==> src/hdl/apdtm_pkg.sv <==
`timescale 1ns / 1ps
`default_nettype none

package apdtm_pkg;

  // Field widths.
  localparam int ANGLE_W = 22;
  localparam int RATE_W  = 17;
  localparam int TVEL_W  = 21;
  localparam int GAIN_W  = 16;
  localparam int DRIVE_W = 17;

  // Configuration port.
  localparam int ADDR_W = 5;
  localparam int DATA_W = 32;

  // Internal widths.
  localparam int ERR_W = 24;              // wrapped angle error
  localparam int PP_W  = GAIN_W + ERR_W;  // full proportional product
  localparam int DP_W  = GAIN_W + RATE_W; // full derivative product
  localparam int P_SHIFT    = 12;
  localparam int D_SHIFT    = 4;
  localparam int RATE_SHIFT = 7;
  localparam int PT_W  = PP_W - P_SHIFT;
  localparam int DT_W  = DP_W - D_SHIFT;
  localparam int RS_W  = RATE_W - RATE_SHIFT;
  localparam int BS_W  = TVEL_W + 1;
  localparam int BRK_W = 28;
  localparam int MIX_W = 31;

  localparam int HALF_TURN    = 1048576;
  localparam int BRAKE_GAIN   = 20;
  localparam int REVERSE_GAIN = 5;
  localparam logic [GAIN_W-1:0] MAX_DRIVE_RESET = GAIN_W'(3800);

  localparam logic signed [ERR_W-1:0] HALF_LIM = ERR_W'(HALF_TURN);
  localparam logic signed [ERR_W-1:0] FULL_TURN = ERR_W'(2 * HALF_TURN);

  // Register indexes.
  localparam logic [2:0] REG_ROLL_P  = 3'd0;
  localparam logic [2:0] REG_ROLL_D  = 3'd1;
  localparam logic [2:0] REG_PITCH_P = 3'd2;
  localparam logic [2:0] REG_PITCH_D = 3'd3;
  localparam logic [2:0] REG_YAW_P   = 3'd4;
  localparam logic [2:0] REG_YAW_D   = 3'd5;
  localparam logic [2:0] REG_MAX     = 3'd6;

  typedef struct packed {
    logic signed [GAIN_W-1:0] roll_p_gain;
    logic signed [GAIN_W-1:0] roll_d_gain;
    logic signed [GAIN_W-1:0] pitch_p_gain;
    logic signed [GAIN_W-1:0] pitch_d_gain;
    logic signed [GAIN_W-1:0] yaw_p_gain;
    logic signed [GAIN_W-1:0] yaw_d_gain;
    logic        [GAIN_W-1:0] max_drive;
  } gains_t;

  typedef struct packed {
    logic signed [ANGLE_W-1:0] roll_angle;
    logic signed [ANGLE_W-1:0] pitch_angle;
    logic signed [ANGLE_W-1:0] yaw_angle;
    logic signed [ANGLE_W-1:0] roll_setpoint;
    logic signed [ANGLE_W-1:0] pitch_setpoint;
    logic signed [ANGLE_W-1:0] yaw_setpoint;
    logic signed [RATE_W-1:0]  roll_rate;
    logic signed [RATE_W-1:0]  pitch_rate;
    logic signed [RATE_W-1:0]  yaw_rate;
    logic signed [TVEL_W-1:0]  tail_velocity;
    logic                      airborne;
    logic                      enabled;
  } sample_t;

  typedef struct packed {
    logic signed [ERR_W-1:0]  roll_err;
    logic signed [ERR_W-1:0]  pitch_err;
    logic signed [ERR_W-1:0]  yaw_err;
    logic signed [RATE_W-1:0] roll_rate;
    logic signed [RATE_W-1:0] pitch_rate;
    logic signed [RATE_W-1:0] yaw_rate;
    logic signed [TVEL_W-1:0] tail_velocity;
    logic                     airborne;
    logic                     enabled;
  } err_stage_t;

  typedef struct packed {
    logic signed [PT_W-1:0]  roll_p;
    logic signed [DT_W-1:0]  roll_d;
    logic signed [PT_W-1:0]  pitch_p;
    logic signed [DT_W-1:0]  pitch_d;
    logic signed [PT_W-1:0]  yaw_p;
    logic signed [DT_W-1:0]  yaw_d;
    logic signed [BRK_W-1:0] brake;
    logic                    airborne;
    logic                    enabled;
  } prod_stage_t;

  // Angle error wrapped once by a full turn when it lies beyond plus or minus a half turn.
  function automatic logic signed [ERR_W-1:0] wrap_err(
    input logic signed [ANGLE_W-1:0] a,
    input logic signed [ANGLE_W-1:0] s
  );
    logic signed [ERR_W-1:0] e;
    e = ERR_W'(a) - ERR_W'(s);
    if (e > HALF_LIM) begin
      e = e - FULL_TURN;
    end else if (e < -HALF_LIM) begin
      e = e + FULL_TURN;
    end
    return e;
  endfunction

  function automatic logic signed [PT_W-1:0] p_term(
    input logic signed [GAIN_W-1:0] kp,
    input logic signed [ERR_W-1:0]  err
  );
    logic signed [PP_W-1:0] prod;
    prod = kp * err;
    return PT_W'(prod >>> P_SHIFT);
  endfunction

  function automatic logic signed [DT_W-1:0] d_term(
    input logic signed [GAIN_W-1:0] kd,
    input logic signed [RATE_W-1:0] rate
  );
    logic signed [DP_W-1:0] prod;
    prod = kd * rate;
    return DT_W'(prod >>> D_SHIFT);
  endfunction

  // Ground brake law for the tail: -20 * (tail_velocity + 5 * (pitch_rate >> 7)).
  function automatic logic signed [BRK_W-1:0] brake_term(
    input logic signed [RATE_W-1:0] pr,
    input logic signed [TVEL_W-1:0] tv
  );
    logic signed [RS_W-1:0]  rs;
    logic signed [BS_W-1:0]  s;
    logic signed [BRK_W-1:0] b;
    rs = RS_W'(pr >>> RATE_SHIFT);
    s  = BS_W'(tv) + BS_W'(rs) * BS_W'(REVERSE_GAIN);
    b  = BRK_W'(s) * BRK_W'(-BRAKE_GAIN);
    return b;
  endfunction

  function automatic logic signed [DRIVE_W-1:0] saturate(
    input logic signed [MIX_W-1:0] v,
    input logic        [GAIN_W-1:0] lim
  );
    logic signed [MIX_W-1:0] hi;
    hi = MIX_W'($signed({1'b0, lim}));
    if (v > hi) begin
      return DRIVE_W'(hi);
    end else if (v < -hi) begin
      return DRIVE_W'(-hi);
    end
    return DRIVE_W'(v);
  endfunction

endpackage

`default_nettype wire

==> src/hdl/apdtm_cfg.sv <==
`timescale 1ns / 1ps
`default_nettype none

module apdtm_cfg (
  input  logic                           clk,
  input  logic                           rst,
  input  logic                           psel,
  input  logic                           penable,
  input  logic                           pwrite,
  input  logic [apdtm_pkg::ADDR_W-1:0]   paddr,
  input  logic [apdtm_pkg::DATA_W-1:0]   pwdata,
  output logic [apdtm_pkg::DATA_W-1:0]   prdata,
  output logic                           pready,
  output apdtm_pkg::gains_t              gains
);
  import apdtm_pkg::*;

  logic       wr_en;
  logic [2:0] reg_idx;

  assign pready  = 1'b1;
  assign wr_en   = psel && penable && pwrite;
  assign reg_idx = paddr[ADDR_W-1:2];

  always_ff @(posedge clk) begin
    if (rst) begin
      gains.roll_p_gain  <= '0;
      gains.roll_d_gain  <= '0;
      gains.pitch_p_gain <= '0;
      gains.pitch_d_gain <= '0;
      gains.yaw_p_gain   <= '0;
      gains.yaw_d_gain   <= '0;
      gains.max_drive    <= MAX_DRIVE_RESET;
    end else if (wr_en) begin
      unique case (reg_idx)
        REG_ROLL_P:  gains.roll_p_gain  <= pwdata[GAIN_W-1:0];
        REG_ROLL_D:  gains.roll_d_gain  <= pwdata[GAIN_W-1:0];
        REG_PITCH_P: gains.pitch_p_gain <= pwdata[GAIN_W-1:0];
        REG_PITCH_D: gains.pitch_d_gain <= pwdata[GAIN_W-1:0];
        REG_YAW_P:   gains.yaw_p_gain   <= pwdata[GAIN_W-1:0];
        REG_YAW_D:   gains.yaw_d_gain   <= pwdata[GAIN_W-1:0];
        REG_MAX:     gains.max_drive    <= pwdata[GAIN_W-1:0];
        default: begin
        end
      endcase
    end
  end

  // Gains read back sign-extended, the limit zero-extended.
  always_comb begin
    unique case (reg_idx)
      REG_ROLL_P:  prdata = DATA_W'(gains.roll_p_gain);
      REG_ROLL_D:  prdata = DATA_W'(gains.roll_d_gain);
      REG_PITCH_P: prdata = DATA_W'(gains.pitch_p_gain);
      REG_PITCH_D: prdata = DATA_W'(gains.pitch_d_gain);
      REG_YAW_P:   prdata = DATA_W'(gains.yaw_p_gain);
      REG_YAW_D:   prdata = DATA_W'(gains.yaw_d_gain);
      REG_MAX:     prdata = DATA_W'(gains.max_drive);
      default:     prdata = '0;
    endcase
  end

endmodule

`default_nettype wire

==> config.mk <==
export PLATFORM = sky130hd
export DESIGN_NAME = apdtm_cfg
export DESIGN_NICKNAME = d
export VERILOG_FILES = /design/src/hdl/apdtm_pkg.sv /design/src/hdl/apdtm_cfg.sv
export SDC_FILE = /design/constraint.sdc
export NUM_CORES = 1
export LEC_CHECK = 0
export BUFFER_PORTS_ARGS = -buffer_cell sky130_fd_sc_hd__buf_2
export CAP_MARGIN = 25
export CORE_ASPECT_RATIO = 0.5
export CORE_MARGIN = 2
export CORE_UTILIZATION = 55
export CTS_CLUSTER_DIAMETER = 200
export DETAILED_ROUTE_END_ITERATION = 10
export PLACE_DENSITY = 0.95
export SYNTH_ARGS = -nofsm -noshare
export SYNTH_HDL_FRONTEND = slang
export SYNTH_SLANG_ARGS = --single-unit
export TNS_END_PERCENT = 30
==> constraint.sdc <==
create_clock -name clk -period 7.7 [get_ports clk]
set_clock_uncertainty 0.05 [all_clocks]
set_input_delay 1.54 -clock clk [delete_from_list [all_inputs] [get_ports clk]]
set_output_delay 1.54 -clock clk [all_outputs]
set_load 0.005 [all_outputs]
==> metrics.txt <==
worst hold slack=0.441 ns; largest net degree at the start of global routing=~140; Synth Register Bits=approximately 110; Die Ht=~75 um; Worst VDD drop=92.1 uV; WHS Path Cells=2; Crit Path Class=primary input to output pin; most frequent CP cell=buf_2; routed vias=between 4000 and 5000; FF-to-FF setup slack=between 6 and 7 ns; number of global-route vias before repair=approximately 4400; status=finished, final reports clean; DRC violations left=0; Hold Fails Final Rpt=0; Final Core Density=67.6%; CP Data Arrival Time=about 3.6 ns; layout cells sized above 1=between 30% and 40%; R2R depth=2; leakage power=3.31 nW; DP HPWL=9970 um; die area=~11000 um2; CTS tree=built; grt total ovfl=0; post-DR wirelength/cell=18.6 um; fin area=6540 um2; Initial Utilization=~58%; nets@finish=around 720; Final TNS setup=0 ns; met1 usage=about a third; row cnt=25; crit share post-route=67.8%; DR iter-0 viols=roughly 350; Reg clk slew, reported paths=~0.07 ns; synthesized area=about 5600 um2; post-synth top area share=39.9%; CP Launch Type=primary input; Post-Syn Area per Cell=a little over 10 um2; final wirelength=around 15000 um; CTS sink cnt=between 100 and 150; Yosys top cell by area=dfxtp_1; top area cells in the synthesized netlist=dfxtp_1 (40%), mux2i_1 (24%), nand2b_1 (12%); RR Startpoint=gains[20]; Total Routing Usage GR=about a quarter; library cells used by synthesis=38; Tightest Hold Check Type=flop to flop; FFs w/ async S/R, synth=0%; global routing's busiest layer=met2; initial antenna violation count=0; Hold Path Sink=gains[93]; later-pin clock latency in the skew report=0.34 ns; post-CTS sizing=0; max FFs per register=roughly 110; die span in x=roughly 150 um; worst-path fanout max=32; CORE AREA=around 9700 um2; Root Driver=clkbuf_16; GRT met3 Usage=~5.8%; CTS H-tree depth=3; max incr delay on CP=about 0.59 ns; io pins=approximately 190; Area after DPL=6250 um2; commonest non-fill, non-tap cell in the layout=buf_2; first-pass GRT wire length=~23000 um; EDFF count, synth=0; max-cap check violation count=0; commonest non-fill, non-tap cells in the layout=buf_2 (168), mux2i_1 (134), dfxtp_1 (112); Largest regs=gains (112); sequential area share after synthesis=39.9%; vias per cell=between 5 and 6; slowest CP cell=buf_4; Main synth FF type=dfxtp_1; Post-Synthesis Cells=between 500 and 600; hold buffers post-CTS=0; met2 usage=roughly half; Worst Path Required=roughly 6 ns; Min-Delay Startpoint=gains[93]; critical-path cell list=buf_2 -> buf_4 -> nor2b_1 -> a2bb2oi_1 -> a21oi_1 -> buf_2; ANT nets after route=0; Power Density=172 nW/um2; Inserted Diodes=0; routability cong.=just under 0.8; Net Count, Synth=a little under 600; final count of pins violating max slew=0; drt first pass iters=4; unrepaired setup endpoints after global routing=false; Post CTS Setup Buffer Count=0; Finished Layout Cells=~800; Rel. slew slack=26.6%; largest register by flop count=gains; Final setup viols=0; Reg-to-Reg End=gains[20]; I/O Buffers=around 170; deepest clock path buffer count=2; placed cell count=795; synthesis-to-finish area growth=16.5%; CP Capture Type=output pin; fmax=192 MHz; CTS Buf Count=9; synth warn=0; Worst-Margin Slew=between 1 and 1.5 ns; min Tclk post-route=between 5 and 6 ns
## kinds of logic after synthesis
family,count (synthesis),synth area share (%)
other,1,0.0668
multiplexers,140,25.9
AO/OA/AOI/OAI,65,8.63
buffers and inverters,72,8.09
flip-flops,112,39.9
AND/OR/NAND/NOR,159,17.4
## critical path: cells and delay by family
| family | cells | cell delay (ns) |
|---|---|---|
| compound gates | 2 | 0.34 |
| buf+inv | 3 | 1.21 |
| simple gates | 1 | 0.50 |
## cells in the mapped netlist (4+ instances only)
| master | instances |
|---|---|
| dfxtp_1 | 112 |
| nand3_1 | 18 |
| mux2i_1 | 134 |
| a221oi_1 | 7 |
| inv_1 | 11 |
| buf_2 | 6 |
| nand2b_1 | 106 |
| o221a_2 | 8 |
| a221oi_2 | 4 |
| a21oi_1 | 19 |
| o21ai_0 | 17 |
| clkbuf_1 | 17 |
| mux4_2 | 4 |
| buf_6 | 11 |
| nor2_1 | 18 |
| buf_4 | 25 |
## stage by stage
stage / worst slack, ns / power [mW]
2_1_floorplan: 2.68 / 0.671
3_3_place_gp: 2.37 / 0.697
3_5_place_dp: 2.34 / 0.700
4_1_cts: 2.34 / 1.13
5_1_grt: 2.44 / 1.16
6_report: 2.48 / 1.12
## worst max path at each step
stage                   from         end  slack, ns  depth (start not counted)
floorplan           paddr[3]  prdata[17]       2.68                          7
global placement    paddr[4]  prdata[11]       2.37                          5
detailed placement  paddr[4]  prdata[11]       2.34                          5
CTS                 paddr[4]  prdata[11]       2.34                          5
global route        paddr[3]  prdata[13]       2.44                          6
finish              paddr[3]  prdata[13]       2.48                          6
## per-layer routing
metal  up-vias  routed length, um
met2       174               7550
met5         -                  0
met1      2261               6330
li1       2147                  -
met3        21               1020
met4         0                233
## power breakdown
| part | internal [mW] | leakage, nW | switching, mW |
|---|---|---|---|
| Clock | 0.221 | 0.129 | 0.215 |
| Combinational | 0.0425 | 2.28 | 0.0596 |
| Sequential | 0.583 | 0.903 | 0.00339 |
| Total | 0.847 | 3.31 | 0.278 |
## final cells by class
type | count | area (um2)
fill | 744 | 3130
multi-input combinational | 365 | 2920
sequential | 112 | 2240
timing repair buffer | 174 | 893
clock buffer | 10 | 229
tap | 135 | 169
clock inverter | 6 | 42.5
inverter | 11 | 41.3
(Power assumes the default switching activity.)
