File: src/hdl/apdtm_pkg.sv
`timescale 1ns / 1ps
`default_nettype none

package apdtm_pkg;

  // Field widths.
  localparam int ANGLE_W = 22;
  localparam int RATE_W  = 17;
  localparam int TVEL_W  = 21;
  localparam int GAIN_W  = 16;
  localparam int DRIVE_W = 17;

  // Configuration port.
  localparam int ADDR_W = 5;
  localparam int DATA_W = 32;

  // Internal widths.
  localparam int ERR_W = 24;              // wrapped angle error
  localparam int PP_W  = GAIN_W + ERR_W;  // full proportional product
  localparam int DP_W  = GAIN_W + RATE_W; // full derivative product
  localparam int P_SHIFT    = 12;
  localparam int D_SHIFT    = 4;
  localparam int RATE_SHIFT = 7;
  localparam int PT_W  = PP_W - P_SHIFT;
  localparam int DT_W  = DP_W - D_SHIFT;
  localparam int RS_W  = RATE_W - RATE_SHIFT;
  localparam int BS_W  = TVEL_W + 1;
  localparam int BRK_W = 28;
  localparam int MIX_W = 31;

  localparam int HALF_TURN    = 1048576;
  localparam int BRAKE_GAIN   = 20;
  localparam int REVERSE_GAIN = 5;
  localparam logic [GAIN_W-1:0] MAX_DRIVE_RESET = GAIN_W'(3800);

  localparam logic signed [ERR_W-1:0] HALF_LIM = ERR_W'(HALF_TURN);
  localparam logic signed [ERR_W-1:0] FULL_TURN = ERR_W'(2 * HALF_TURN);

  // Register indexes.
  localparam logic [2:0] REG_ROLL_P  = 3'd0;
  localparam logic [2:0] REG_ROLL_D  = 3'd1;
  localparam logic [2:0] REG_PITCH_P = 3'd2;
  localparam logic [2:0] REG_PITCH_D = 3'd3;
  localparam logic [2:0] REG_YAW_P   = 3'd4;
  localparam logic [2:0] REG_YAW_D   = 3'd5;
  localparam logic [2:0] REG_MAX     = 3'd6;

  typedef struct packed {
    logic signed [GAIN_W-1:0] roll_p_gain;
    logic signed [GAIN_W-1:0] roll_d_gain;
    logic signed [GAIN_W-1:0] pitch_p_gain;
    logic signed [GAIN_W-1:0] pitch_d_gain;
    logic signed [GAIN_W-1:0] yaw_p_gain;
    logic signed [GAIN_W-1:0] yaw_d_gain;
    logic        [GAIN_W-1:0] max_drive;
  } gains_t;

  typedef struct packed {
    logic signed [ANGLE_W-1:0] roll_angle;
    logic signed [ANGLE_W-1:0] pitch_angle;
    logic signed [ANGLE_W-1:0] yaw_angle;
    logic signed [ANGLE_W-1:0] roll_setpoint;
    logic signed [ANGLE_W-1:0] pitch_setpoint;
    logic signed [ANGLE_W-1:0] yaw_setpoint;
    logic signed [RATE_W-1:0]  roll_rate;
    logic signed [RATE_W-1:0]  pitch_rate;
    logic signed [RATE_W-1:0]  yaw_rate;
    logic signed [TVEL_W-1:0]  tail_velocity;
    logic                      airborne;
    logic                      enabled;
  } sample_t;

  typedef struct packed {
    logic signed [ERR_W-1:0]  roll_err;
    logic signed [ERR_W-1:0]  pitch_err;
    logic signed [ERR_W-1:0]  yaw_err;
    logic signed [RATE_W-1:0] roll_rate;
    logic signed [RATE_W-1:0] pitch_rate;
    logic signed [RATE_W-1:0] yaw_rate;
    logic signed [TVEL_W-1:0] tail_velocity;
    logic                     airborne;
    logic                     enabled;
  } err_stage_t;

  typedef struct packed {
    logic signed [PT_W-1:0]  roll_p;
    logic signed [DT_W-1:0]  roll_d;
    logic signed [PT_W-1:0]  pitch_p;
    logic signed [DT_W-1:0]  pitch_d;
    logic signed [PT_W-1:0]  yaw_p;
    logic signed [DT_W-1:0]  yaw_d;
    logic signed [BRK_W-1:0] brake;
    logic                    airborne;
    logic                    enabled;
  } prod_stage_t;

  // Angle error wrapped once by a full turn when it lies beyond plus or minus a half turn.
  function automatic logic signed [ERR_W-1:0] wrap_err(
    input logic signed [ANGLE_W-1:0] a,
    input logic signed [ANGLE_W-1:0] s
  );
    logic signed [ERR_W-1:0] e;
    e = ERR_W'(a) - ERR_W'(s);
    if (e > HALF_LIM) begin
      e = e - FULL_TURN;
    end else if (e < -HALF_LIM) begin
      e = e + FULL_TURN;
    end
    return e;
  endfunction

  function automatic logic signed [PT_W-1:0] p_term(
    input logic signed [GAIN_W-1:0] kp,
    input logic signed [ERR_W-1:0]  err
  );
    logic signed [PP_W-1:0] prod;
    prod = kp * err;
    return PT_W'(prod >>> P_SHIFT);
  endfunction

  function automatic logic signed [DT_W-1:0] d_term(
    input logic signed [GAIN_W-1:0] kd,
    input logic signed [RATE_W-1:0] rate
  );
    logic signed [DP_W-1:0] prod;
    prod = kd * rate;
    return DT_W'(prod >>> D_SHIFT);
  endfunction

  // Ground brake law for the tail: -20 * (tail_velocity + 5 * (pitch_rate >> 7)).
  function automatic logic signed [BRK_W-1:0] brake_term(
    input logic signed [RATE_W-1:0] pr,
    input logic signed [TVEL_W-1:0] tv
  );
    logic signed [RS_W-1:0]  rs;
    logic signed [BS_W-1:0]  s;
    logic signed [BRK_W-1:0] b;
    rs = RS_W'(pr >>> RATE_SHIFT);
    s  = BS_W'(tv) + BS_W'(rs) * BS_W'(REVERSE_GAIN);
    b  = BRK_W'(s) * BRK_W'(-BRAKE_GAIN);
    return b;
  endfunction

  function automatic logic signed [DRIVE_W-1:0] saturate(
    input logic signed [MIX_W-1:0] v,
    input logic        [GAIN_W-1:0] lim
  );
    logic signed [MIX_W-1:0] hi;
    hi = MIX_W'($signed({1'b0, lim}));
    if (v > hi) begin
      return DRIVE_W'(hi);
    end else if (v < -hi) begin
      return DRIVE_W'(-hi);
    end
    return DRIVE_W'(v);
  endfunction

endpackage

`default_nettype wire

File: src/hdl/apdtm_err.sv
`timescale 1ns / 1ps
`default_nettype none

module apdtm_err (
  input  logic                   clk,
  input  logic                   en,
  input  apdtm_pkg::sample_t     smp,
  output apdtm_pkg::err_stage_t  es
);
  import apdtm_pkg::*;

  err_stage_t es_next;

  always_comb begin
    es_next.roll_err      = wrap_err(smp.roll_angle, smp.roll_setpoint);
    es_next.pitch_err     = wrap_err(smp.pitch_angle, smp.pitch_setpoint);
    es_next.yaw_err       = wrap_err(smp.yaw_angle, smp.yaw_setpoint);
    es_next.roll_rate     = smp.roll_rate;
    es_next.pitch_rate    = smp.pitch_rate;
    es_next.yaw_rate      = smp.yaw_rate;
    es_next.tail_velocity = smp.tail_velocity;
    es_next.airborne      = smp.airborne;
    es_next.enabled       = smp.enabled;
  end

  always_ff @(posedge clk) begin
    if (en) begin
      es <= es_next;
    end
  end

endmodule

`default_nettype wire

File: config.mk
export PLATFORM = sky130hd
export DESIGN_NAME = apdtm_err
export DESIGN_NICKNAME = d
export VERILOG_FILES = /design/src/hdl/apdtm_pkg.sv /design/src/hdl/apdtm_err.sv
export SDC_FILE = /design/constraint.sdc
export NUM_CORES = 1
export LEC_CHECK = 0
export BUFFER_PORTS_ARGS = -buffer_cell sky130_fd_sc_hd__buf_4
export CORE_AREA = 3 3 157 114
export CTS_BUF_LIST = sky130_fd_sc_hd__clkbuf_2
export CTS_CLUSTER_SIZE = 16
export DETAILED_ROUTE_END_ITERATION = 8
export DIE_AREA = 0 0 160 117
export GPL_TIMING_DRIVEN = 0
export PLACE_DENSITY = 0.81
export SLEW_MARGIN = 10
export SYNTH_ARGS = -nofsm -noshare
export SYNTH_HDL_FRONTEND = slang
export SYNTH_SLANG_ARGS = --single-unit
File: constraint.sdc
create_clock -name clk -period 5.1 [get_ports clk]
set_clock_uncertainty 0.2 [all_clocks]
set_input_delay 0.255 -clock clk [delete_from_list [all_inputs] [get_ports clk]]
set_output_delay 0.255 -clock clk [all_outputs]
set_load 0.01 [all_outputs]
==> results of run 1 <==
## logic make-up after synthesis
kind of cell    count (synthesis)  synth area share
compound gates                180             0.150
xor+xnor                       49            0.0535
fa+ha+maj                      69             0.110
buf+inv                        90            0.0421
flops                         146             0.547
mux                             1           0.00125
simple gates                  147            0.0961
## per-stage QoR
step	hold slack [ns]	util
after detailed placement	0.234	0.674
after global placement	0.233	0.672
after floorplan	0.154	-
==> metrics.txt, run 1 <==
status did not finish; Fail Step clock tree synthesis (4_1_cts); stop err [ERROR RSZ-0060] Max buffer count reached.; Post CTS Setup Buffer Count 0; post-cts gate resize count 0; CTS Buf Count 17; clock sink count 146; Post-synth top cells edfxtp_1 (146), inv_1 (85), ha_1 (66), a21oi_1 (44), nor2_1 (43); placed insts 1261; count leader, synth edfxtp_1; Post-synth ARST share 0; Starting Density 0.492; synth warn 0; # rows 39; clk root buf clkbuf_2; Synth Area per Inst 11.8 um^2; Mapped Cells 682; sequential cell area fraction in the yosys report 0.547; Port-buffer cells 353; Ports 354; Placement Cell Area 11000 um^2; share of the synthesized area in the top cell type 0.547; H-tree depth 4; Net Count, Synth 959; library cells used by synthesis 59; pre-CTS setup slack 0.837 ns; cts hold-fix bufs 260; Chip Width 160 um; gpl congestion 0.906; dominant synthesized flop cell edfxtp_1; synthesized cell area 8020 um^2; Die Ht 117 um; dominant cell type by area after synthesis edfxtp_1; #FFs+latches synth 146; Post-synth EDFFs 146; Synth area leaders edfxtp_1 (55%), ha_1 (10%), xnor2_1 (4.3%), inv_1 (4.0%), a21oi_1 (2.7%); clk buf depth 2; DP Wirelength 18.3 mm
==> run 2, diff against run 1 <==
Settings changed: CORE_AREA 3 3 157 114 to 3 3 156 158, CTS_BUF_LIST sky130_fd_sc_hd__clkbuf_2 to unset, CTS_CLUSTER_SIZE 16 to unset, DIE_AREA 0 0 160 117 to 0 0 159 161, PLACE_DENSITY 0.81 to unset, PLACE_DENSITY_LB_ADDON set to 0.15.
==> run 2 against run 1 <==
Effect of this change: the flow now finishes without violations; area after synthesis did not move; synthesized cell count did not move.
==> metrics.txt, run 2 <==
largest net degree at the start of global routing 106; Post-synth top cells edfxtp_1 (146), inv_1 (85), ha_1 (66), a21oi_1 (44), nor2_1 (43); clock sink count 146 (unchanged); dominant cell type by area after synthesis edfxtp_1; most frequent cells in the layout buf_4 (352), edfxtp_1 (146), inv_1 (85), dlygate4sd3_1 (74), ha_1 (66); H-tree depth 4 (unchanged); post-cts gate resize count 0 (unchanged); clock power share 0.339; CP endpoint kind flop; origin of the worst min-delay path en; Tcrit/Tclk final 0.771; sw frac 0.277; cts hold-fix bufs 74 (-72%); combinational fraction of design power 0.260; P_leak 5.60 nW; # rows 56 (+44%); Final setup viols 0; first-pass GRT wire length 37.4 mm; die footprint 25600 um^2; count leader, synth edfxtp_1; crit path launch type primary input; Largest regs es x146; #FFs+latches synth 146 (unchanged); Net Count, Synth 959 (unchanged); initial antenna violation count 0; Crit path arrival time 3.90 ns; synth warn 0 (unchanged); Simple-Gate Fraction of Synth Area 0.0961 (unchanged); Largest register FFs 146; Post CTS Setup Buffer Count 0 (unchanged); DP Wirelength 18.3 mm (-0.30%); largest family of logic cells by synthesized area compound AO/OA/AOI/OAI gates; clk buf depth 2 (unchanged); Mapped Cells 682 (unchanged); sw power 0.00107 W; Worst path most repeated cell or4b_1; Rel. slew slack 0.629; Seq pwr share 0.401; Synth Area per Inst 11.8 um^2 (unchanged); Max Cap Viol 0; Pwr per Cell Area 311 nW/um^2; Reg clk slew, reported paths 0.07 ns; CP bufs+invs 1; Starting Density 0.345 (-0.147); initial drt markers 330; Compound-Gate Fraction of Synth Area 0.150 (unchanged); Post-synth EDFFs 146 (unchanged); RSZ-0062 raised after global routing no; worst path cell trace buf_4, ha_1, fa_1, nor2b_4, o21a_1, nor2_1, xnor2_1, or4b_1, or4_1, nor4_2, or4b_1, or4b_4, a31o_1; Largest Register es; Tightest Pin Transition 0.556 ns; Ports 354 (unchanged); Placement Cell Area 11100 um^2 (+1.1%); # nets final 1406; CP delay by family, top simple AND/OR/NAND/NOR gates; First-pass DRT Iterations 4; Hold WS 0.0261 ns; CP max stage cell or4b_4; Max Clock Freq 254 MHz; vias in the first global route 7026; Design Area, Final 12500 um^2; Fin. Hold Viols 0; Vias 6886; dominant synthesized flop cell edfxtp_1; core area 23300 um^2; vias per std cell 4.71; post-layout min period 3.93 ns; clk root buf clkbuf_16; Port-buffer cells 353 (unchanged); gpl congestion 0.836 (-7.8%); CTS Buf Count 17 (unchanged); remaining antenna violation count after routing 0; Chip Width 159 um (-0.63%); P_int 0.00280 W; slowest stage delay, CP 0.54 ns; Synth area leaders edfxtp_1 (55%), ha_1 (10%), xnor2_1 (4.3%), inv_1 (4.0%), a21oi_1 (2.7%); Req. time, crit path 5.07 ns; Hold EP es[38]; WL per Instance 16.4 um; Final Max Tran Viols 0; sequential cell area fraction in the yosys report 0.547 (unchanged); Area Overhead vs Synth 55.2%; Post-synth ARST share 0 (unchanged); global route total overflow 0; Die Ht 161 um (+38%); status complete, no violations; synthesized cell area 8020 um^2 (unchanged); Worst VDD drop 175 uV; setup_tns 0 ns; routed wire length 24.0 mm; CTS tree done; Post-Synth Adder-Cell Area 0.110 (unchanged); post-synthesis mux area share 0.00125 (unchanged); library cells used by synthesis 59 (unchanged); share of the synthesized area in the top cell type 0.547 (unchanged); Global Route Usage Sum 0.184; commonest non-fill, non-tap cell in the layout buf_4; DRC violations left 0; layout cells sized above 1 0.345; Synth Area in XOR/XNOR 0.0535 (unchanged); worst hold stages 1; largest fanout on the critical path 3; HP Class primary input to flop; CP Class primary input to flop; diode count 0
==> run 2: cell counts after synthesis <==
Identical to the previous run, type by type.
==> run 2: through the flow <==
stage	setup WS (ns)	cells	util	power, W
6_report	1.17	1461	0.535	0.00388
5_1_grt	0.998	1461	0.535	0.00407
4_1_cts	1.18	1461	0.535	0.00392
3_5_place_dp	0.728	1355	0.477	0.00254
3_3_place_gp	0.769	1354	0.476	0.00253
2_1_floorplan	1.16	682	-	0.00205
==> run 2: power by group through the flow <==
| stage | combinational, W | sequential [W] | clock, W |
|---|---|---|---|
| after CTS | 0.00102 | 0.00155 | 0.00135 |
| after detailed placement | 0.000965 | 0.00158 | 0 |
| after global routing | 0.00111 | 0.00157 | 0.00140 |
| after global placement | 0.000955 | 0.00158 | 0 |
| final | 0.00101 | 0.00155 | 0.00131 |
| after floorplan | 0.000402 | 0.00165 | 0 |
==> run 2: cells by family (layout without fill, tap and decap cells) <==
kind of cell,Yosys count,after routing
simple gates,147,147
buf+inv,90,550
xor+xnor,49,49
flops,146,146
mux,1,1
compound gates,180,180
fa+ha+maj,69,69
==> run 2: cell type report <==
type | count | area [um^2]
Buffer | 5 | 18.8
Sequential cell | 146 | 4380
Fill cell | 2075 | 10800
Clock buffer | 18 | 429
Inverter | 85 | 319
Timing Repair Buffer | 428 | 3430
Clock inverter | 14 | 176
Multi-Input combinational cell | 446 | 3300
Tap cell | 319 | 399
==> run 2: metal layers <==
| metal | share of wire | wire length, um | track usage |
|---|---|---|---|
| met5 | 0 | 0 | 0 |
| met4 | 0.021 | 513 | 0.0629 |
| met3 | 0.081 | 1950 | 0.0590 |
| met2 | 0.50 | 12000 | 0.328 |
| met1 | 0.40 | 9540 | 0.209 |
==> run 2: worst max path at each step <==
stage / from / end / slack (ns) / depth (start not counted)
6_report: smp[96] / es[119] / 1.17 / 13
5_1_grt: smp[140] / es[95] / 1.0 / 14
4_1_cts: smp[96] / es[119] / 1.18 / 13
3_5_place_dp: smp[96] / es[119] / 0.73 / 13
3_3_place_gp: smp[96] / es[119] / 0.77 / 13
2_1_floorplan: smp[162] / es[119] / 1.16 / 13
Note: power is estimated with default switching activity, not from simulation.
