==> src/hdl/apdtm_pkg.sv <==
`timescale 1ns / 1ps
`default_nettype none

package apdtm_pkg;

  // Field widths.
  localparam int ANGLE_W = 22;
  localparam int RATE_W  = 17;
  localparam int TVEL_W  = 21;
  localparam int GAIN_W  = 16;
  localparam int DRIVE_W = 17;

  // Configuration port.
  localparam int ADDR_W = 5;
  localparam int DATA_W = 32;

  // Internal widths.
  localparam int ERR_W = 24;              // wrapped angle error
  localparam int PP_W  = GAIN_W + ERR_W;  // full proportional product
  localparam int DP_W  = GAIN_W + RATE_W; // full derivative product
  localparam int P_SHIFT    = 12;
  localparam int D_SHIFT    = 4;
  localparam int RATE_SHIFT = 7;
  localparam int PT_W  = PP_W - P_SHIFT;
  localparam int DT_W  = DP_W - D_SHIFT;
  localparam int RS_W  = RATE_W - RATE_SHIFT;
  localparam int BS_W  = TVEL_W + 1;
  localparam int BRK_W = 28;
  localparam int MIX_W = 31;

  localparam int HALF_TURN    = 1048576;
  localparam int BRAKE_GAIN   = 20;
  localparam int REVERSE_GAIN = 5;
  localparam logic [GAIN_W-1:0] MAX_DRIVE_RESET = GAIN_W'(3800);

  localparam logic signed [ERR_W-1:0] HALF_LIM = ERR_W'(HALF_TURN);
  localparam logic signed [ERR_W-1:0] FULL_TURN = ERR_W'(2 * HALF_TURN);

  // Register indexes.
  localparam logic [2:0] REG_ROLL_P  = 3'd0;
  localparam logic [2:0] REG_ROLL_D  = 3'd1;
  localparam logic [2:0] REG_PITCH_P = 3'd2;
  localparam logic [2:0] REG_PITCH_D = 3'd3;
  localparam logic [2:0] REG_YAW_P   = 3'd4;
  localparam logic [2:0] REG_YAW_D   = 3'd5;
  localparam logic [2:0] REG_MAX     = 3'd6;

  typedef struct packed {
    logic signed [GAIN_W-1:0] roll_p_gain;
    logic signed [GAIN_W-1:0] roll_d_gain;
    logic signed [GAIN_W-1:0] pitch_p_gain;
    logic signed [GAIN_W-1:0] pitch_d_gain;
    logic signed [GAIN_W-1:0] yaw_p_gain;
    logic signed [GAIN_W-1:0] yaw_d_gain;
    logic        [GAIN_W-1:0] max_drive;
  } gains_t;

  typedef struct packed {
    logic signed [ANGLE_W-1:0] roll_angle;
    logic signed [ANGLE_W-1:0] pitch_angle;
    logic signed [ANGLE_W-1:0] yaw_angle;
    logic signed [ANGLE_W-1:0] roll_setpoint;
    logic signed [ANGLE_W-1:0] pitch_setpoint;
    logic signed [ANGLE_W-1:0] yaw_setpoint;
    logic signed [RATE_W-1:0]  roll_rate;
    logic signed [RATE_W-1:0]  pitch_rate;
    logic signed [RATE_W-1:0]  yaw_rate;
    logic signed [TVEL_W-1:0]  tail_velocity;
    logic                      airborne;
    logic                      enabled;
  } sample_t;

  typedef struct packed {
    logic signed [ERR_W-1:0]  roll_err;
    logic signed [ERR_W-1:0]  pitch_err;
    logic signed [ERR_W-1:0]  yaw_err;
    logic signed [RATE_W-1:0] roll_rate;
    logic signed [RATE_W-1:0] pitch_rate;
    logic signed [RATE_W-1:0] yaw_rate;
    logic signed [TVEL_W-1:0] tail_velocity;
    logic                     airborne;
    logic                     enabled;
  } err_stage_t;

  typedef struct packed {
    logic signed [PT_W-1:0]  roll_p;
    logic signed [DT_W-1:0]  roll_d;
    logic signed [PT_W-1:0]  pitch_p;
    logic signed [DT_W-1:0]  pitch_d;
    logic signed [PT_W-1:0]  yaw_p;
    logic signed [DT_W-1:0]  yaw_d;
    logic signed [BRK_W-1:0] brake;
    logic                    airborne;
    logic                    enabled;
  } prod_stage_t;

  // Angle error wrapped once by a full turn when it lies beyond plus or minus a half turn.
  function automatic logic signed [ERR_W-1:0] wrap_err(
    input logic signed [ANGLE_W-1:0] a,
    input logic signed [ANGLE_W-1:0] s
  );
    logic signed [ERR_W-1:0] e;
    e = ERR_W'(a) - ERR_W'(s);
    if (e > HALF_LIM) begin
      e = e - FULL_TURN;
    end else if (e < -HALF_LIM) begin
      e = e + FULL_TURN;
    end
    return e;
  endfunction

  function automatic logic signed [PT_W-1:0] p_term(
    input logic signed [GAIN_W-1:0] kp,
    input logic signed [ERR_W-1:0]  err
  );
    logic signed [PP_W-1:0] prod;
    prod = kp * err;
    return PT_W'(prod >>> P_SHIFT);
  endfunction

  function automatic logic signed [DT_W-1:0] d_term(
    input logic signed [GAIN_W-1:0] kd,
    input logic signed [RATE_W-1:0] rate
  );
    logic signed [DP_W-1:0] prod;
    prod = kd * rate;
    return DT_W'(prod >>> D_SHIFT);
  endfunction

  // Ground brake law for the tail: -20 * (tail_velocity + 5 * (pitch_rate >> 7)).
  function automatic logic signed [BRK_W-1:0] brake_term(
    input logic signed [RATE_W-1:0] pr,
    input logic signed [TVEL_W-1:0] tv
  );
    logic signed [RS_W-1:0]  rs;
    logic signed [BS_W-1:0]  s;
    logic signed [BRK_W-1:0] b;
    rs = RS_W'(pr >>> RATE_SHIFT);
    s  = BS_W'(tv) + BS_W'(rs) * BS_W'(REVERSE_GAIN);
    b  = BRK_W'(s) * BRK_W'(-BRAKE_GAIN);
    return b;
  endfunction

  function automatic logic signed [DRIVE_W-1:0] saturate(
    input logic signed [MIX_W-1:0] v,
    input logic        [GAIN_W-1:0] lim
  );
    logic signed [MIX_W-1:0] hi;
    hi = MIX_W'($signed({1'b0, lim}));
    if (v > hi) begin
      return DRIVE_W'(hi);
    end else if (v < -hi) begin
      return DRIVE_W'(-hi);
    end
    return DRIVE_W'(v);
  endfunction

endpackage

`default_nettype wire

==> src/hdl/apdtm_mix.sv <==
`timescale 1ns / 1ps
`default_nettype none

module apdtm_mix (
  input  logic                                clk,
  input  logic                                en,
  input  logic [apdtm_pkg::GAIN_W-1:0]        max_drive,
  input  apdtm_pkg::prod_stage_t              ps,
  output logic signed [apdtm_pkg::DRIVE_W-1:0] fore_drive,
  output logic signed [apdtm_pkg::DRIVE_W-1:0] aft_drive,
  output logic signed [apdtm_pkg::DRIVE_W-1:0] tail_drive
);
  import apdtm_pkg::*;

  logic signed [MIX_W-1:0]   roll_pd;
  logic signed [MIX_W-1:0]   pitch_pd;
  logic signed [MIX_W-1:0]   yaw_pd;
  logic signed [MIX_W-1:0]   tail_raw;
  logic signed [DRIVE_W-1:0] fore_next;
  logic signed [DRIVE_W-1:0] aft_next;
  logic signed [DRIVE_W-1:0] tail_next;

  always_comb begin
    roll_pd  = MIX_W'(ps.roll_p) + MIX_W'(ps.roll_d);
    pitch_pd = MIX_W'(ps.pitch_p) + MIX_W'(ps.pitch_d);
    yaw_pd   = MIX_W'(ps.yaw_p) + MIX_W'(ps.yaw_d);
    tail_raw = ps.airborne ? pitch_pd : MIX_W'(ps.brake);
    if (ps.enabled) begin
      fore_next = saturate(roll_pd - yaw_pd, max_drive);
      aft_next  = saturate(roll_pd + yaw_pd, max_drive);
      tail_next = saturate(tail_raw, max_drive);
    end else begin
      fore_next = '0;
      aft_next  = '0;
      tail_next = '0;
    end
  end

  always_ff @(posedge clk) begin
    if (en) begin
      fore_drive <= fore_next;
      aft_drive  <= aft_next;
      tail_drive <= tail_next;
    end
  end

endmodule

`default_nettype wire

==> config.mk <==
export PLATFORM = sky130hd
export DESIGN_NAME = apdtm_mix
export DESIGN_NICKNAME = d
export VERILOG_FILES = /design/src/hdl/apdtm_pkg.sv /design/src/hdl/apdtm_mix.sv
export SDC_FILE = /design/constraint.sdc
export NUM_CORES = 1
export LEC_CHECK = 0
export ABC_CLOCK_PERIOD_IN_PS = 10200
export BUFFER_PORTS_ARGS = -buffer_cell sky130_fd_sc_hd__buf_2
export CAP_MARGIN = 20
export CORE_MARGIN = 5
export CORE_UTILIZATION = 35
export CTS_CLUSTER_DIAMETER = 150
export DETAILED_ROUTE_END_ITERATION = 16
export GPL_TIMING_DRIVEN = 0
export SYNTH_ARGS = -nofsm -noshare
export SYNTH_HDL_FRONTEND = slang
export SYNTH_SLANG_ARGS = --single-unit
==> constraint.sdc <==
create_clock -name clk -period 10.2 [get_ports clk]
set_clock_uncertainty 0.15 [all_clocks]
set_input_delay 2.04 -clock clk [delete_from_list [all_inputs] [get_ports clk]]
set_output_delay 2.04 -clock clk [all_outputs]
set_load 0.01 [all_outputs]
==> results of run 1 <==
metrics by stage:
| step | instances | util |
|---|---|---|
| after global placement | 2739 | 0.403 |
| after CTS | 2749 | 0.408 |
| after detailed placement | 2739 | 0.403 |
| after global routing | 2752 | 0.411 |
| after floorplan | 1937 | - |
| final | 2753 | 0.411 |
cell usage in the layout (no fill, tap or decap), drive strengths merged, types with 9 or more instances in the layout:
master / instances
o211ai: 22
nor2b: 32
a31oi: 22
o21ai: 121
clkbuf: 63
nand2: 116
inv: 107
xnor2: 92
nor2: 118
o21bai: 15
nand4: 40
o21a: 33
nand3: 57
a2111oi: 10
ha: 286
nor4: 20
o2111ai: 16
nor3: 51
or3: 15
edfxtp: 51
a21o: 78
nand3b: 10
xor2: 29
or4: 11
or2: 18
mux2i: 21
nand2b: 44
a211oi: 34
mux2: 22
and3: 17
o31a: 9
buf: 285
and2: 20
o31ai: 20
a21oi: 182
report_power, final:
part | switching (mW) | internal, mW
combinational | 1.67 | 1.08
sequential | 0.0138 | 0.283
clock | 0.0791 | 0.117
total | 1.77 | 1.48
state kept, by name, indices dropped and copies added, names as in the netlist:
register	flops
aft_drive	17
tail_drive	17
fore_drive	17
final cells by class:
| type | instances | area, um2 |
|---|---|---|
| antenna | 1 | 2.50 |
| buffer | 73 | 324 |
| clock buffer | 6 | 129 |
| clock inverter | 2 | 38.8 |
| fill | 4341 | 24800 |
| inverter | 108 | 405 |
| multi-input combinational | 1704 | 12800 |
| sequential | 51 | 1530 |
| tap | 539 | 674 |
| timing repair buffer | 269 | 1370 |
how the worst max path moves through the flow:
stage / to / from / slack (ns) / depth (start not counted)
2_1_floorplan: fore_drive[9]$_SDFFCE_PN0P_ / ps[152] / 0.93 / 31
3_3_place_gp: fore_drive[9]$_SDFFCE_PN0P_ / ps[30] / -1.94 / 39
3_5_place_dp: fore_drive[9]$_SDFFCE_PN0P_ / ps[30] / -1.94 / 39
4_1_cts: aft_drive[4]$_SDFFCE_PN0P_ / ps[145] / 0.04 / 32
5_1_grt: fore_drive[9]$_SDFFCE_PN0P_ / ps[30] / -0.04 / 39
6_report: fore_drive[9]$_SDFFCE_PN0P_ / ps[30] / 0.40 / 39
metal layers:
| layer | vias to the layer above | routed length (um) | global-route usage |
|---|---|---|---|
| met5 | - | 18 | 0 |
| met4 | 4 | 815 | 0.0350 |
| met3 | 54 | 3000 | 0.0183 |
| met2 | 513 | 25100 | 0.371 |
| met1 | 7515 | 25300 | 0.298 |
| li1 | 7890 | - | - |
cell families (layout without fill, tap and decap cells):
| kind of cell | after synthesis | count (layout) | synth area share |
|---|---|---|---|
| compound gates | 654 | 654 | 0.293 |
| xor+xnor | 121 | 121 | 0.0707 |
| fa+ha+maj | 291 | 291 | 0.246 |
| buf+inv | 182 | 458 | 0.0474 |
| flops | 51 | 51 | 0.102 |
| mux | 43 | 43 | 0.0306 |
| other cells | 0 | 1 | 0 |
| simple gates | 595 | 595 | 0.211 |
what timing repair did:
action                     4_1_cts  5_1_grt
hold buffers                     0        0
setup endpoints to repair       34       34
hold endpoints to repair         0        0
pin swaps                        0        4
buffers inserted                 2        2
resized for setup               17       18
==> summary.md, run 1 <==
Count of input and output buffers: 263. Average cell area after synthesis: 7.73 um2. The largest net degree at the start of global routing was 52; the depth of the worst hold-timing path was 3. STA puts the critical path data required time at 10.06 ns. The biggest area contributor in the post-synthesis netlist is ha_1. The fraction of layout instances using a drive strength above 1 was 0.173.

After detailed routing, the number of remaining DRC violations is 0. By count the netlist is led by ha_1, a21oi_1, nor2_1. In this run, the number of DRC markers left after iteration 0 of detailed routing was 1114. The via count of the first global-routing pass is 15300. In this run the cell area of the synthesized design comes to 15000 um2. The critical-path maximum fanout is 10, and the top-level port count is 270. Summing all non-filler instances in the final layout gives an area of 17300 um2. The tree built by TritonCTS fans out to 51 sinks. The register clock-pin slew on the reported worst setup and hold paths was 0.07 ns. The critical path class is in2reg.

The tools report the critical path launch point type as an input pin. Summed over all cells, the static leakage comes to 7.97 nW. When the netlist entered floorplanning its net count stood at 2447. The largest delay contributor family on the critical path was compound AO/OA/AOI/OAI gates.

The net count of the finished layout is 2722. The number of antenna violations at the first check in global routing was 2; the post-layout total power was 3.25 mW. The async set-reset flop share out of synthesis is 0. The floorplan step set the die width to 217 um.

The min-delay analysis places its worst path in the category in2reg. The tools report the data arrival time of the critical path as 9.65 ns. TritonCTS built the clock tree. The final hold violation count came out at 0. The count of warnings emitted by yosys was 0.

Slowest cell on the critical path: or2_2. The post-route fraction of the period consumed by the critical path was 0.960. The worst hold path begins at max_drive[8]. Dividing the detail-routed wire length by the instance count gives 19.7 um.

Counting distinct cell types in the post-synthesis netlist gives 92. The logs give 0.914 for the final weighted congestion in routability-driven placement and 0 for the setup violation total in the final timing report. For the die footprint, the log shows 47000 um2. In this run, synthesis produced a sequential element count of 51. The core outline area was 42100 um2. For the worst hold slack across all endpoints, the log shows 1.99 ns.

Prior to clock tree synthesis, the placed netlist has a worst setup slack of -1.94 ns. The most used flip-flop cell after synthesis is edfxtp_1. The tools report the aggregate negative setup slack as 0 ns.

The critical path capture point type is a register. After layout, the worst setup slack is 0.405 ns. The H-tree was split into 2 levels. The minimum clock period is 9.80 ns. For this run the aggregate overflow at the end of global routing stands at 0. The delay of the slowest cell on the worst path is 0.41 ns, and the detailed-route vias per instance is 5.80. Count of antenna-violating nets left after detailed routing: 0.

Among all cell types in the netlist, the one instantiated most often is ha_1. The total global routing track utilization is 0.214. The tools report the clock root buffer master as clkbuf_16. For this run, the top clock speed supported by timing is 102 MHz.

For hold timing, the worst endpoint is aft_drive[8]$_SDFFCE_PN0P_. The number of enable-type register cells in the synthesized netlist is 51, and the gate count of the mapped netlist is 1937. Buffers inserted during clock tree synthesis total 5.

The logs give 0.102 for the share of synthesized area occupied by flip-flops and latches and 0.356 for the initial standard-cell utilization of the core. The maximum ir drop on the vdd rail is 68.7 uV, and the chip height is 217 um. The run finished with clean final reports. The power density of the placed cells is 188 nW/um2, and the number of cell rows is 75. Counting both buffers and inverters, the worst setup path holds a total of 7.

The logs give 0 for the max-slew violation total from the final report and 5 for the first-pass detailed-route iteration total. After detailed routing, the total wire length is 54200 um. For the pin with the worst max-slew slack, the measured transition is 1.04 ns. The first global-routing pass estimated 83000 um of wire.

The tool flagged a number of max-cap violations equal to 0. No sink is reached through more buffers than the 2 on the longest clock path. The logs give 0.302 for the max-slew headroom at the worst pin and 46900 um for the detailed placer's ending HPWL. The final route contains 16000 vias. After detailed placement, the total cell area comes to 17000 um2. The synthesis-to-finish area growth is 15.5%.

Sorting the synthesized cells by area gives the leading types as ha_1, edfxtp_1, a21oi_1. Share of Yosys cell area claimed by the top area cell type: 0.239.
No activity file was read; power rests on OpenSTA's default activity.
==> run 2, diff against run 1 <==
--- a/config.mk
+++ b/config.mk
@@ -8,11 +8,15 @@
 export ABC_CLOCK_PERIOD_IN_PS = 10200
 export BUFFER_PORTS_ARGS = -buffer_cell sky130_fd_sc_hd__buf_2
 export CAP_MARGIN = 20
+export CELL_PAD_IN_SITES_DETAIL_PLACEMENT = 0
+export CELL_PAD_IN_SITES_GLOBAL_PLACEMENT = 1
 export CORE_MARGIN = 5
 export CORE_UTILIZATION = 35
+export CTS_BUF_LIST = sky130_fd_sc_hd__clkbuf_16
 export CTS_CLUSTER_DIAMETER = 150
 export DETAILED_ROUTE_END_ITERATION = 16
 export GPL_TIMING_DRIVEN = 0
+export PLACE_DENSITY_LB_ADDON = 0.1
 export SYNTH_ARGS = -nofsm -noshare
 export SYNTH_HDL_FRONTEND = slang
 export SYNTH_SLANG_ARGS = --single-unit
==> summary.md, run 2 (same netlist as run 1, synthesis figures left out) <==
The flow ran to the end, and the final reports show no timing, DRC or antenna violations. Max-slew violation total from the final report: 0. The number of diodes is 0.

The number of sinks driven by the clock tree was 51; the detailed-route vias per instance was 5.71. At the pin with the least slew margin, the transition time is 1.05 ns. Measured along the y axis, the die boundary spans 217 um.

In this run the horizontal extent of the chip is 217 um. The fraction of layout instances using a drive strength above 1 is 0.172. The tools report the total grt overflow as 0. The worst min-delay path class was in2reg.

The tools report the final weighted congestion in routability-driven placement as 0.915. The run gives 2752 as the post-route non-filler standard cell count. The largest registers in the layout are aft_drive: 17 flops, fore_drive: 17 flops, tail_drive: 17 flops. The total global routing track utilization came out at 0.222.

STA classifies the critical path startpoint as an input pin. The share of the core filled with cells was 0.410. The max-slew headroom at the worst pin was 0.293; the die footprint was 47000 um2.

Setup violations remaining at the end of the flow were counted as 0. During placement, the flow inserted port buffers numbering 263. In this run the worst path has a maximum fanout of 10. The logs give 2739 for the placed cell count and 85300 um for the first-pass GRT wire length.

Setup repair after global routing left no endpoint under its margin. The power density of the placed cells was 188 nW/um2. The detailed router finished its first iteration with 943 violations. In this run, post-CTS hold repair placed 0 buffers. The synthesis-to-finish area growth is 15.4%, and the detailed-route via count is 15700. For the highest clock frequency the design can meet, the log shows 103 MHz. The core region is 42100 um2. Slowest cell on the critical path: or4_1.

The tree is rooted in a clkbuf_16. Summed over all layers, the routed wires come to 54800 um. In this run the static leakage power is 7.97 nW. The tightest hold path in the finished design has a slack of 1.97 ns. The maximum buffer depth of the clock tree is 2. After clock tree synthesis, the clock-pin slew on the worst setup and hold paths is 0.07 ns. The worst setup path is captured at a register. The first-pass detailed-route iteration total came out at 6.

The wire-length estimate of the detail-placed layout is 47700 um. Buffers inserted during clock tree synthesis total 5. By instance count, the cell type seen most on the critical path is ha_1.

The final hold violation count was 0; the required time reported for the critical path endpoint was 10.07 ns. The number of nets in the layout is 2722. In the layout the commonest cells are ha_1, buf_2, a21oi_1. The tools report the initial standard-cell utilization of the core as 0.356. The minimum clock period is 9.72 ns, and the number of design rule violations left after detail routing is 0. The depth of the CTS H-tree is 2, and the number of violations of the max-capacitance limit is 0. TritonCTS built the clock tree. The data arrival time of the critical path was 9.59 ns. Row generation in the floorplan step produced 75 rows. The average wire per standard cell was 19.9 um. The largest net degree at the start of global routing came out at 52.

The run gives 64.8 uV as the maximum ir drop on the vdd rail. Post-route fraction of the period consumed by the critical path: 0.953. The count of nets left with antenna violations once routing finished came out at 0. Number of antenna violations at the first check in global routing: 1. Via count of the first global-routing pass: 15600. By startpoint and endpoint, the worst setup path is classified as in2reg. The delay of the slowest cell on the worst path works out to 0.49 ns. The most common cell after layout, fill and taps aside was ha_1. 270 I/O pins were placed.
run 2: repair_timing:
item	4_1_cts	5_1_grt
endpoints found under the setup margin	34	33
buffers inserted	3	2
pin swaps	2	3
resized for setup	17	12
run 2: area by class of cell:
| cell class | count | area [um2] |
|---|---|---|
| Buffer | 72 | 317 |
| Clock buffer | 5 | 125 |
| Clock inverter | 3 | 43.8 |
| Fill cell | 4456 | 24800 |
| Inverter | 108 | 405 |
| Multi-Input combinational cell | 1704 | 12800 |
| Sequential cell | 51 | 1530 |
| Tap cell | 539 | 674 |
| Timing Repair Buffer | 270 | 1380 |
run 2: worst max-delay path, delay by kind of cell:
family	cells	cell delay, ns
xor gates and xnor gates	1	0.22
AOI/OAI and AO/OA	15	3.83
buffers and inverters	6	1.31
adders and majority gates	3	0.97
and+or+nand+nor	5	1.23
run 2: worst paths after layout:
path                                      end     from  cells past startpoint
hold / removal    fore_drive[8]$_SDFFCE_PN0P_       en                      1
setup / recovery   aft_drive[8]$_SDFFCE_PN0P_  ps[145]                     30
run 2: through the flow:
stage	setup WS (ns)	total power [mW]	instance area, um2	TNS, ns
after floorplan	0.927	2.23	15000	0
after global placement	-2.08	2.97	17000	-43.65
after detailed placement	-2.03	3.01	17000	-44.26
after CTS	0.0169	3.24	17200	0
after global routing	0.00264	3.57	17300	0
final	0.479	3.24	17300	0
run 2: routing by layer:
layer / vias up / routed length, um / global-route usage
met2: 390 / 25500 / 0.384
li1: 7896 / - / -
met4: 2 / 948 / 0.0396
met3: 48 / 2210 / 0.0167
met1: 7390 / 26200 / 0.308
met5: - / 8 / 0
run 2: power breakdown:
group | internal, mW | switching, mW | total [mW] | leakage, nW
Clock | 0.116 | 0.0783 | 0.194 | 0.0838
Combinational | 1.08 | 1.67 | 2.75 | 7.39
Sequential | 0.283 | 0.0133 | 0.296 | 0.491
Total | 1.48 | 1.76 | 3.24 | 7.97
